==> src/design/tlpt_divider.sv <==
// ----------------------------------------------------------------------------
// tlpt_divider: shared divide-by-constant unit
// Quotient by reciprocal multiplication, then remainder by multiply-back.
// Exact for any dividend below 2**DEND_W when recip is
// ceil(2**(DEND_W+DSOR_W) / divisor) and 2 <= divisor < 2**DSOR_W.
// start is registered into busy, then into a one-cycle done pulse.
// ----------------------------------------------------------------------------
module tlpt_divider #(
	parameter int DEND_W = 12,
	parameter int DSOR_W = 9
) (
	input  logic                     clk,
	input  logic                     arst_n,
	input  logic                     start,
	input  logic [DEND_W-1:0]        dividend,
	input  logic [DSOR_W-1:0]        divisor,
	input  logic [DEND_W+DSOR_W-1:0] recip,
	output logic                     done,
	output logic [DEND_W-1:0]        quotient,
	output logic [DSOR_W-1:0]        remainder
);

	localparam int SHIFT_W = DEND_W + DSOR_W;
	localparam int PROD_W  = DEND_W + SHIFT_W;

	logic              busy_q;
	logic              done_q;
	logic [DEND_W-1:0] dend_q;
	logic [DSOR_W-1:0] dsor_q;
	logic [DEND_W-1:0] quo_q;
	logic [DSOR_W-1:0] rem_q;

	logic [PROD_W-1:0]  prod;
	logic [SHIFT_W-1:0] back;

	always_comb begin
		prod = PROD_W'(dividend) * PROD_W'(recip);
		// remainder is below the divisor, so the upper bits drop out
		back = SHIFT_W'(dend_q) - SHIFT_W'(quo_q) * SHIFT_W'(dsor_q);
	end

	always_ff @(posedge clk or negedge arst_n) begin
		if (!arst_n) begin
			busy_q <= 1'b0;
			done_q <= 1'b0;
		end else begin
			busy_q <= start;
			done_q <= busy_q;
		end
	end

	always_ff @(posedge clk) begin
		if (start) begin
			dend_q <= dividend;
			dsor_q <= divisor;
			quo_q  <= prod[PROD_W-1:SHIFT_W];
		end
		if (busy_q) begin
			rem_q <= back[DSOR_W-1:0];
		end
	end

	assign done      = done_q;
	assign quotient  = quo_q;
	assign remainder = rem_q;

endmodule

==> config.mk <==
export PLATFORM = sky130hd
export DESIGN_NAME = tlpt_divider
export DESIGN_NICKNAME = d
export VERILOG_FILES = /design/src/design/tlpt_divider.sv
export SDC_FILE = /design/constraint.sdc
export NUM_CORES = 1
export LEC_CHECK = 0
export BUFFER_PORTS_ARGS = -buffer_cell sky130_fd_sc_hd__buf_4
export CAP_MARGIN = 40
export CORE_UTILIZATION = 35
export CTS_CLUSTER_DIAMETER = 50
export DETAILED_ROUTE_END_ITERATION = 12
export GPL_TIMING_DRIVEN = 0
export HOLD_SLACK_MARGIN = 0.08
export PLACE_DENSITY = 0.5
export SKIP_CTS_REPAIR_TIMING = 1
export SYNTH_ARGS = -nofsm -noshare
export SYNTH_HDL_FRONTEND = slang
export SYNTH_SLANG_ARGS = --single-unit
==> constraint.sdc <==
create_clock -name clk -period 3.9 [get_ports clk]
set_input_delay 0.39 -clock clk [delete_from_list [all_inputs] [get_ports clk]]
set_output_delay 0.39 -clock clk [all_outputs]
set_load 0.05 [all_outputs]
* Yosys cells after proc, flatten, opt, wreduce, memory -nomap -nowiden *
Cells that the tools add are included.

word-level totals
  register bits = 41
  bits of input ports = 45
  word-level logic and storage cells = 9

cells by class
  $add $sub $neg = 1
  $mul = 2

operators with widths
  operator          count
  $mul A12 B21 Y33  1
  $mul A12 B9 Y9    1
  $sub A9 B9 Y9     1

* Depth between registers and ports, before layout *
Gate-level depths: netlist (run 1).

  word-level depth = 2
  gate-level depth with buffers = 20
  depth with buffers taken out = 19

* Least setup slack after synthesis (run 1) *
No wires, ideal clock.

  kind = input -> register
  start = input port recip[12]
  end = register quo_q[5] (netlist: quotient[5]) (data pin)
  library setup time = 0.180 ns
  arrival = 5.138 ns
  data required time = 3.720 ns
  setup slack = -1.418 ns
  cell stages on the path = 18
  cell sequence = clkbuf_1 nand2_1 fa_1 inv_1 fa_1 fa_1 fa_1 inv_1 fa_1 inv_1 ha_1 and3_1 and4_1 a221oi_2 o31ai_2 o31a_1 a2111o_1 o311ai_1

between the ends
  cells in the longest elaborated chain, start to end = 1

RTL lines
  item                    line  text
  start: declaration      17    input logic [DEND_W+DSOR_W-1:0] recip,
  $mul A12 B21 Y33        37    prod = PROD_W'(dividend) * PROD_W'(recip);
  net prod[26]            33    logic [PROD_W-1:0] prod;
  end signal: assignment  56    quo_q <= prod[PROD_W-1:SHIFT_W];
  end: declaration        30    logic [DEND_W-1:0] quo_q;

The timed path passes the listed nets, and every way through them passes these cells.
A chain may end at the register's enable or synchronous reset.

* Worst setup path after layout (run 1) *
  start = input port recip[8]
  end = register quo_q[11] (netlist: quotient[11]) (data pin)

Same word-level chain as after synthesis.

==> results.txt, run 1 <==
Outcome -> finished with violations
Failing checks -> setup timing
Grt total ovfl -> 0
CP Max Fanout -> 3
CTS tree -> done
Clock root cell -> clkbuf_16
Detail Route met2 WL -> 12.27 mm
Ys flop type -> edfxtp_1
Final Core Density -> 0.4363
Syn_area_per_cell -> 9.376 um^2
Hold WS -> 272.7 ps
Filler cell count -> 2783
Setup ws final -> -1507 ps
Critical Path AT -> 5440 ps
Synth unique cells -> 42
Gp weighted congestion -> 0.8361
Tot GR Track Use -> 0.1877
Post-route DRC -> 0
Most common cell after layout, fill and taps aside -> inv_1
Hold WC Path Type -> in -> reg
Maximum clock insertion buffer count -> 2
Reg area -> 0.001221 mm^2
Max Clk Rate -> 0.1850 GHz
Clk_lat worst skew -> 290 ps
Share of cells above drive strength 1 -> 0.1907
Syn Nets -> 1417
Clock transition at path regs -> 70 ps
RSZ-0062 raised after global routing -> true
Initial Util -> 0.3582
Slew Limit Fails -> 0
Router iterations before antenna repair -> 5
Ys async rst share -> 0.04878
Most frequent cells in the layout -> 238 x inv_1, 202 x fa_1, 199 x nand2_1
Area occupied by multi-input gates -> 0.008050 mm^2
# diodes -> 0
Via count -> 7238
I/O Buffers -> 66
Initial DRC count -> 337
IO Pins -> 67
Top Layer Used -> met4
Dpl hpwl -> 21.14 mm
Vias in the first global route -> 7600
Routed Wire Length -> 25.66 mm
Clock sink count -> 41
Layout net count -> 1526
Chip width -> 171.3 um
Initial antenna violation count -> 1
Register area share after synthesis -> 0.1217
Die footprint -> 0.02934 mm^2
Area delta synth->final -> 21.81%
Row Count -> 61
Worst Setup End Kind -> register
Fin crit period -> 5407 ps
Drt via density -> 4.646
Number of synthesized flops with an enable pin -> 39
M1 WL -> 11.70 mm
Routed length on met3 -> 1.317 mm
Data required, critical path -> 3940 ps
Crit Path Category -> in -> reg
H-tree depth -> 2
Die Y -> 171.3 um
Mapped cell area -> 0.01003 mm^2
Syn. warnings -> 0
Setup Viol. Count Final -> 14
Core area -> 0.02801 mm^2
Largest net degree at the start of global routing -> 32
Least-Margin Pin Slew -> 597.3 ps
Period utilisation layout -> 1.386
Slew headroom -> 0.6018
Global-route wire length before repair -> 41.34 mm
ANT nets after route -> 0
Final setup skew -> 6.641 ps
MaxCap Viol Count -> 0
Hold Vio Cnt, Final -> 0
CTS buffer count -> 5
Flop and latch count out of synthesis -> 41
Wire per inst -> 16.47 um
Worst Setup Start Kind -> input port
Cell count after synthesis -> 1070
Dpl ws -> -2246 ps
cell families (layout without fill, tap and decap cells):
family | after synthesis | after routing | share of synthesized area
and+or+nand+nor | 332 | 332 | 0.1534
xor gates and xnor gates | 38 | 38 | 0.03318
buffers and inverters | 288 | 398 | 0.1078
adders and majority gates | 302 | 302 | 0.5345
DFF | 41 | 41 | 0.1217
AOI/OAI and AO/OA | 69 | 69 | 0.04939
per-stage QoR:
| step | instance area, um^2 | instances | setup TNS [ps] |
|---|---|---|---|
| after global placement | 11310 | 1514 | -24950 |
| final | 12220 | 1558 | -15560 |
| after floorplan | 10340 | 1070 | -12050 |
| after CTS | 11460 | 1522 | -21520 |
| after detailed placement | 11310 | 1514 | -24900 |
| after global routing | 12220 | 1558 | -17450 |
final timing paths:
| check | startpoint | endpoint | slack [ps] | cells past startpoint |
|---|---|---|---|---|
| setup / recovery | recip[8] | quotient[11]$_DFFE_PP_ | -1510 | 19 |
| hold / removal | divisor[5] | dsor_q[5]$_DFFE_PP_ | 270 | 1 |
| setup reg to reg | dsor_q[0]$_DFFE_PP_ | remainder[8]$_DFFE_PP_ | -400 | 14 |
| hold reg to reg | dend_q[0]$_DFFE_PP_ | remainder[0]$_DFFE_PP_ | 580 | 1 |
| max in group asynchronous | arst_n | busy_q$_DFF_PN0_ | 3400 | 2 |
| min in group asynchronous | arst_n | done$_DFF_PN0_ | 420 | 2 |
layout make-up:
type / instances / area share
buffer: 46 / 0.04495
clock buffer: 6 / 0.01136
clock inverter: 2 / 0.001126
inverter: 241 / 0.07402
multi-input combinational: 741 / 0.6587
sequential: 41 / 0.09993
tap: 378 / 0.03870
timing repair buffer: 103 / 0.07116
layer usage:
metal  vias up  track usage
li1       3394            -
met1      3651       0.2663
met2       173       0.3098
met3        20      0.02554
met4         0      0.02911
met5         -            0
cells in the mapped netlist (4+ instances only):
cell type | count | share of area
a21oi_1 | 20 | 0.010
clkbuf_1 | 46 | 0.017
nor3_1 | 5 | 0.0025
fa_1 | 211 | 0.42
inv_1 | 241 | 0.090
o21bai_1 | 4 | 0.0030
o21ai_0 | 10 | 0.0050
xor2_1 | 12 | 0.010
nand2_1 | 210 | 0.079
o21a_1 | 5 | 0.0037
a21o_1 | 8 | 0.0060
and2_1 | 95 | 0.059
ha_1 | 91 | 0.11
nor2_1 | 9 | 0.0034
edfxtp_1 | 39 | 0.12
xnor2_1 | 26 | 0.023
critical path, stage by stage:
cell	delay, ps
buf_6	110
buf_8	110
and2_4	150
fa_1	590
fa_1	470
fa_1	560
fa_1	550
inv_2	50
fa_1	550
inv_2	50
ha_4	220
and3_4	150
and4_4	180
a221oi_4	310
o31ai_4	170
buf_4	160
o311a_4	330
a211oi_2	240
xnor2_1	100
registers in the layout (all words and copies together) (netlist names):
name	count
quotient	12
done	1
remainder	9
busy_q	1
dend_q	9
dsor_q	9
Power of run 1 is not shown: default switching activity piles up to over one toggle a cycle in this logic, so the estimate is an artifact.
==> run 2, diff against run 1 <==
Settings changed: CORE_MARGIN from default to 8.
==> run 2 against run 1 <==
  * Global-route usage down 3.0 points
  * The flow still finishes with violations (setup timing)
  * Hold slack better by 7.0 ps
  * First-iteration DRC count down 15%
  * Clock-buffer cell count down 1
  * Routed wire length up 3.5%
  * Via count up 0.86%
==> results.txt, run 2 (synthesis results as in run 1) <==
Outcome -> finished with violations (unchanged)
Failing checks -> setup timing (unchanged)
Layout net count -> 1544 (was 1526)
DP Area -> 0.01132 mm^2 (was 0.01131 mm^2)
Final Core Density -> 0.4406 (was 0.4363)
Post-route DRC -> 0 (unchanged)
Gp weighted congestion -> 0.8090 (was 0.8361)
Slew Limit Fails -> 0 (unchanged)
Cell Chain, Critical Path -> buf_8 > buf_8 > and2_4 > fa_2 > fa_1 > fa_1 > fa_1 > inv_1 > fa_1 > inv_2 > ha_4 > and3_4 > and4_4 > a221oi_4 > o31ai_4 > o31a_1 > a2111o_1 > o311ai_1 (was buf_6 > buf_8 > and2_4 > fa_1 > fa_1 > fa_1 > fa_1 > inv_2 > fa_1 > inv_2 > ha_4 > and3_4 > and4_4 > a221oi_4 > o31ai_4 > buf_4 > o311a_4 > a211oi_2 > xnor2_1)
Wire per inst -> 16.80 um (was 16.47 um)
Data required, critical path -> 3990 ps (was 3940 ps)
ANT nets after route -> 0 (unchanged)
Row Count -> 62 (was 61)
Global-route wire length before repair -> 41.66 mm (was 41.34 mm)
Clock sink count -> 41 (unchanged)
Setup Viol. Count Final -> 14 (unchanged)
Largest register FFs -> 12 (unchanged)
Core area -> 0.02847 mm^2 (was 0.02801 mm^2)
Area delta synth->final -> 25.04% (was 21.81%)
Critical Path AT -> 5380 ps (was 5440 ps)
Maximum clock insertion buffer count -> 2 (unchanged)
Dpl hpwl -> 21.70 mm (was 21.14 mm)
Clk_lat worst skew -> 280 ps (was 290 ps)
Worst Setup Start Kind -> input port (unchanged)
Die footprint -> 0.03434 mm^2 (was 0.02934 mm^2)
Tot GR Track Use -> 0.1581 (was 0.1877)
CTS buffer count -> 5 (unchanged)
Max Clk Rate -> 0.1893 GHz (was 0.1850 GHz)
Routed Wire Length -> 26.57 mm (was 25.66 mm)
Grt total ovfl -> 0 (unchanged)
Clock transition at path regs -> 70 ps (about the same)
# diodes -> 0 (unchanged)
Worst Setup End Kind -> register (unchanged)
Drt via density -> 4.614 (was 4.646)
Chip width -> 185.3 um (was 171.3 um)
Most frequent cells in the layout -> 231 x inv_1, 199 x nand2_1, 194 x fa_1 (was 238 x inv_1, 202 x fa_1, 199 x nand2_1)
Via count -> 7300 (was 7238)
Largest net degree at the start of global routing -> 32 (unchanged)
Crit path largest cell delay -> 620 ps (was 590 ps)
CTS tree -> done (unchanged)
Die Y -> 185.3 um (was 171.3 um)
Initial Util -> 0.3524 (was 0.3582)
Hold Vio Cnt, Final -> 0 (unchanged)
CP Max Fanout -> 7 (was 3)
Router iterations before antenna repair -> 5 (unchanged)
Most frequent CP cell -> fa_1 (unchanged)
I/O Buffers -> 66 (unchanged)
IO Pins -> 67 (unchanged)
R2R Setup Slk -> -410 ps (was -400 ps)
Hold WS -> 279.7 ps (was 272.7 ps)
Share of cells above drive strength 1 -> 0.2212 (was 0.1907)
Vias in the first global route -> 7601 (was 7600)
Period utilisation layout -> 1.354 (was 1.386)
Setup ws final -> -1382 ps (was -1507 ps)
Least-Margin Pin Slew -> 465.0 ps (was 597.3 ps)
Slew headroom -> 0.6900 (was 0.6018)
Initial DRC count -> 286 (was 337)
H-tree depth -> 2 (unchanged)
Fin crit period -> 5282 ps (was 5407 ps)
Final instance area -> 0.01254 mm^2 (was 0.01222 mm^2)
Slowest cell on the critical path -> fa_1 (unchanged)
MaxCap Viol Count -> 0 (unchanged)
Most common cell after layout, fill and taps aside -> inv_1 (unchanged)
Clock root cell -> clkbuf_16 (unchanged)
Hold WC Path Type -> in -> reg (unchanged)
Crit Path Category -> in -> reg (unchanged)
Final setup skew -> 6.630 ps (was 6.641 ps)
RSZ-0062 raised after global routing -> true (unchanged)
Initial antenna violation count -> 0 (was 1)
-- run 2: path summary, 6_finish.rpt --
kind | startpoint | to | cells past startpoint
setup / recovery | recip[7] | quotient[5]$_DFFE_PP_ | 18
hold / removal | divisor[5] | dsor_q[5]$_DFFE_PP_ | 1
hold reg to reg | dend_q[0]$_DFFE_PP_ | remainder[0]$_DFFE_PP_ | 1
max in group asynchronous | arst_n | busy_q$_DFF_PN0_ | 2
setup reg to reg | dsor_q[0]$_DFFE_PP_ | remainder[8]$_DFFE_PP_ | 14
min in group asynchronous | arst_n | done$_DFF_PN0_ | 2
-- run 2: cell type report --
class	instances	area [um^2]
Fill cell	2814	15930
Multi-Input combinational cell	741	8138
Sequential cell	41	1221
Timing Repair Buffer	121	1069
Inverter	241	904.6
Buffer	46	589.3
Tap cell	384	480.5
Clock buffer	5	125.1
Clock inverter	3	17.52
-- run 2: layer usage --
metal	vias to the layer above	track usage	part of all wire
li1	3440	-	-
met1	3735	0.2257	0.47
met2	111	0.2639	0.48
met3	14	0.01275	0.033
met4	0	0.02177	0.013
met5	-	0	0
-- run 2: worst max-delay path, delay by kind of cell --
kind | cells | cell delay (ps)
adder cells (fa/ha/maj) | 6 | 2820
AO/OA/AOI/OAI | 5 | 1290
AND/OR/NAND/NOR | 3 | 530
buffers and inverters | 4 | 330
-- run 2: through the flow --
stage / TNS (ps) / worst slack, ps / cells
after floorplan: -12050 / -1212 / 1070
after global placement: -24760 / -2217 / 1520
after detailed placement: -25040 / -2221 / 1520
after CTS: -21590 / -1935 / 1528
after global routing: -15880 / -1493 / 1582
final: -14460 / -1382 / 1582
Power of run 2 is left out for the same reason.
==> run 3, diff against run 2 <==
Settings changed: CORE_UTILIZATION 35 to 58, PLACE_DENSITY 0.5 to 0.77.
==> run 3 against run 2 <==
  * The run still ends with setup timing left
  * Sequential share of layout area is 0.28 points higher
  * Sequential cell count stayed put
  * Non-clock buffer count is 7 lower
  * Clock-buffer cell count stayed put
  * Hold slack worse by 6.8 ps
  * Design area is 2.8% lower
  * Maximum frequency is 1.5% lower
  * Routed wire length is 2.8% lower
  * Core utilization is 27 points higher
  * Register-to-register slack worse by 170 ps
  * Global-route usage is 7.2 points higher
  * Critical path depth is 2 higher
==> results.txt, run 3 (synthesis results as in run 1) <==
Share of cells above drive strength 1 -> 0.2082 (was 0.2212)
ANT nets after route -> 0 (unchanged)
Failing checks -> setup timing (unchanged)
Core area -> 0.01712 mm^2 (was 0.02847 mm^2)
Outcome -> finished with violations (unchanged)
Cell Chain, Critical Path -> buf_4 > buf_4 > nand2_1 > fa_1 > fa_1 > inv_1 > fa_2 > fa_1 > inv_2 > fa_1 > inv_2 > ha_4 > and3_4 > and4_4 > nand4_1 > o31ai_4 > o31a_1 > buf_4 > a31o_4 > a21oi_2 (was buf_8 > buf_8 > and2_4 > fa_2 > fa_1 > fa_1 > fa_1 > inv_1 > fa_1 > inv_2 > ha_4 > and3_4 > and4_4 > a221oi_4 > o31ai_4 > o31a_1 > a2111o_1 > o311ai_1)
Wire per inst -> 18.23 um (was 16.80 um)
Most frequent cells in the layout -> 232 x inv_1, 202 x fa_1, 195 x nand2_1 (was 231 x inv_1, 199 x nand2_1, 194 x fa_1)
Max Clk Rate -> 0.1866 GHz (was 0.1893 GHz)
Largest net degree at the start of global routing -> 32 (unchanged)
Initial Util -> 0.5861 (was 0.3524)
CP Max Fanout -> 10 (was 7)
I/O Buffers -> 66 (unchanged)
Dpl hpwl -> 19.91 mm (was 21.70 mm)
Hold WC Path Type -> in -> reg (unchanged)
Clk_lat worst skew -> 290 ps (was 280 ps)
Post-route DRC -> 0 (unchanged)
Most frequent CP cell -> fa_1 (unchanged)
Drt via density -> 5.494 (was 4.614)
Worst Setup End Kind -> register (unchanged)
Data required, critical path -> 3940 ps (was 3990 ps)
Slew Limit Fails -> 0 (unchanged)
Via count -> 7779 (was 7300)
Initial antenna violation count -> 0 (unchanged)
Worst Setup SP -> recip[14] (was recip[7])
Reg-to-Reg Start -> quotient[5]$_DFFE_PP_ (was dsor_q[0]$_DFFE_PP_)
Tot GR Track Use -> 0.2296 (was 0.1581)
Clock root cell -> clkbuf_16 (unchanged)
Die footprint -> 0.02176 mm^2 (was 0.03434 mm^2)
Area delta synth->final -> 21.55% (was 25.04%)
Chip width -> 147.5 um (was 185.3 um)
Final setup skew -> 4.858 ps (was 6.630 ps)
RSZ-0062 raised after global routing -> true (unchanged)
Hold Vio Cnt, Final -> 0 (unchanged)
Grt total ovfl -> 0 (unchanged)
Die Y -> 147.5 um (was 185.3 um)
Largest register FFs -> 12 (unchanged)
Period utilisation layout -> 1.374 (was 1.354)
Largest delay share family, worst path -> adder cells (unchanged)
Crit path buf inv count -> 6 (was 4)
Cell count after placement -> 1361 (was 1520)
Row Count -> 48 (was 62)
Setup Viol. Count Final -> 14 (unchanged)
Clock sink count -> 41 (unchanged)
Finished Layout Cells -> 1416 (was 1582)
Crit Path Category -> in -> reg (unchanged)
Worst Setup Start Kind -> input port (unchanged)
H-tree depth -> 2 (unchanged)
Least-Margin Pin Slew -> 623.0 ps (was 465.0 ps)
Vias in the first global route -> 8011 (was 7601)
IO Pins -> 67 (unchanged)
Final instance area -> 0.01219 mm^2 (was 0.01254 mm^2)
Maximum clock insertion buffer count -> 2 (unchanged)
Gp weighted congestion -> 0.8981 (was 0.8090)
Most common cell after layout, fill and taps aside -> inv_1 (unchanged)
CTS buffer count -> 5 (unchanged)
Slowest cell on the critical path -> fa_1 (unchanged)
Slew headroom -> 0.5846 (was 0.6900)
Critical Path AT -> 5400 ps (was 5380 ps)
Worst hold start -> divisor[1] (was divisor[5])
Initial DRC count -> 576 (was 286)
Layout net count -> 1537 (was 1544)
# diodes -> 0 (unchanged)
Dpl ws -> -2088 ps (was -2221 ps)
Clock transition at path regs -> 70 ps (about the same)
CTS tree -> done (unchanged)
Global-route wire length before repair -> 39.66 mm (was 41.66 mm)
Routed Wire Length -> 25.82 mm (was 26.57 mm)
Fin crit period -> 5360 ps (was 5282 ps)
Crit path largest cell delay -> 530 ps (was 620 ps)
Setup ws final -> -1460 ps (was -1382 ps)
MaxCap Viol Count -> 0 (unchanged)
DP Area -> 0.01112 mm^2 (was 0.01132 mm^2)
Router iterations before antenna repair -> 5 (unchanged)
-- run 3: final timing paths --
check / slack (ps) / cells after the start / end
hold reg to reg: 580 / 1 / remainder[0]$_DFFE_PP_
min in group asynchronous: 410 / 2 / busy_q$_DFF_PN0_
hold / removal: 270 / 1 / dsor_q[1]$_DFFE_PP_
max in group asynchronous: 3400 / 2 / done$_DFF_PN0_
setup / recovery: -1460 / 20 / quotient[10]$_DFFE_PP_
setup reg to reg: -580 / 14 / remainder[8]$_DFFE_PP_
-- run 3: through the flow --
stage	utilization	hold slack (ps)	setup TNS [ps]
after floorplan	-	94.41	-12050
after global placement	0.6497	173.5	-22220
after detailed placement	0.6497	173.3	-23240
after CTS	0.6597	-136.7	-19700
after global routing	0.7124	264.1	-17060
final	0.7124	272.9	-15390
-- run 3: routing by layer --
layer | track usage | routed length [um]
met1 | 0.2935 | 9730
met2 | 0.3860 | 12870
met3 | 0.04341 | 2200
met4 | 0.07700 | 1018
met5 | 0 | 0
-- run 3: final cells by class --
| cell class | instances | area (um^2) |
|---|---|---|
| Timing Repair Buffer | 115 | 989.7 |
| Inverter | 241 | 904.6 |
| Clock buffer | 5 | 125.1 |
| Multi-Input combinational cell | 741 | 8115 |
| Fill cell | 1254 | 4922 |
| Clock inverter | 3 | 46.29 |
| Buffer | 45 | 510.5 |
| Tap cell | 225 | 281.5 |
| Sequential cell | 41 | 1221 |
Power of run 3 is left out for the same reason.
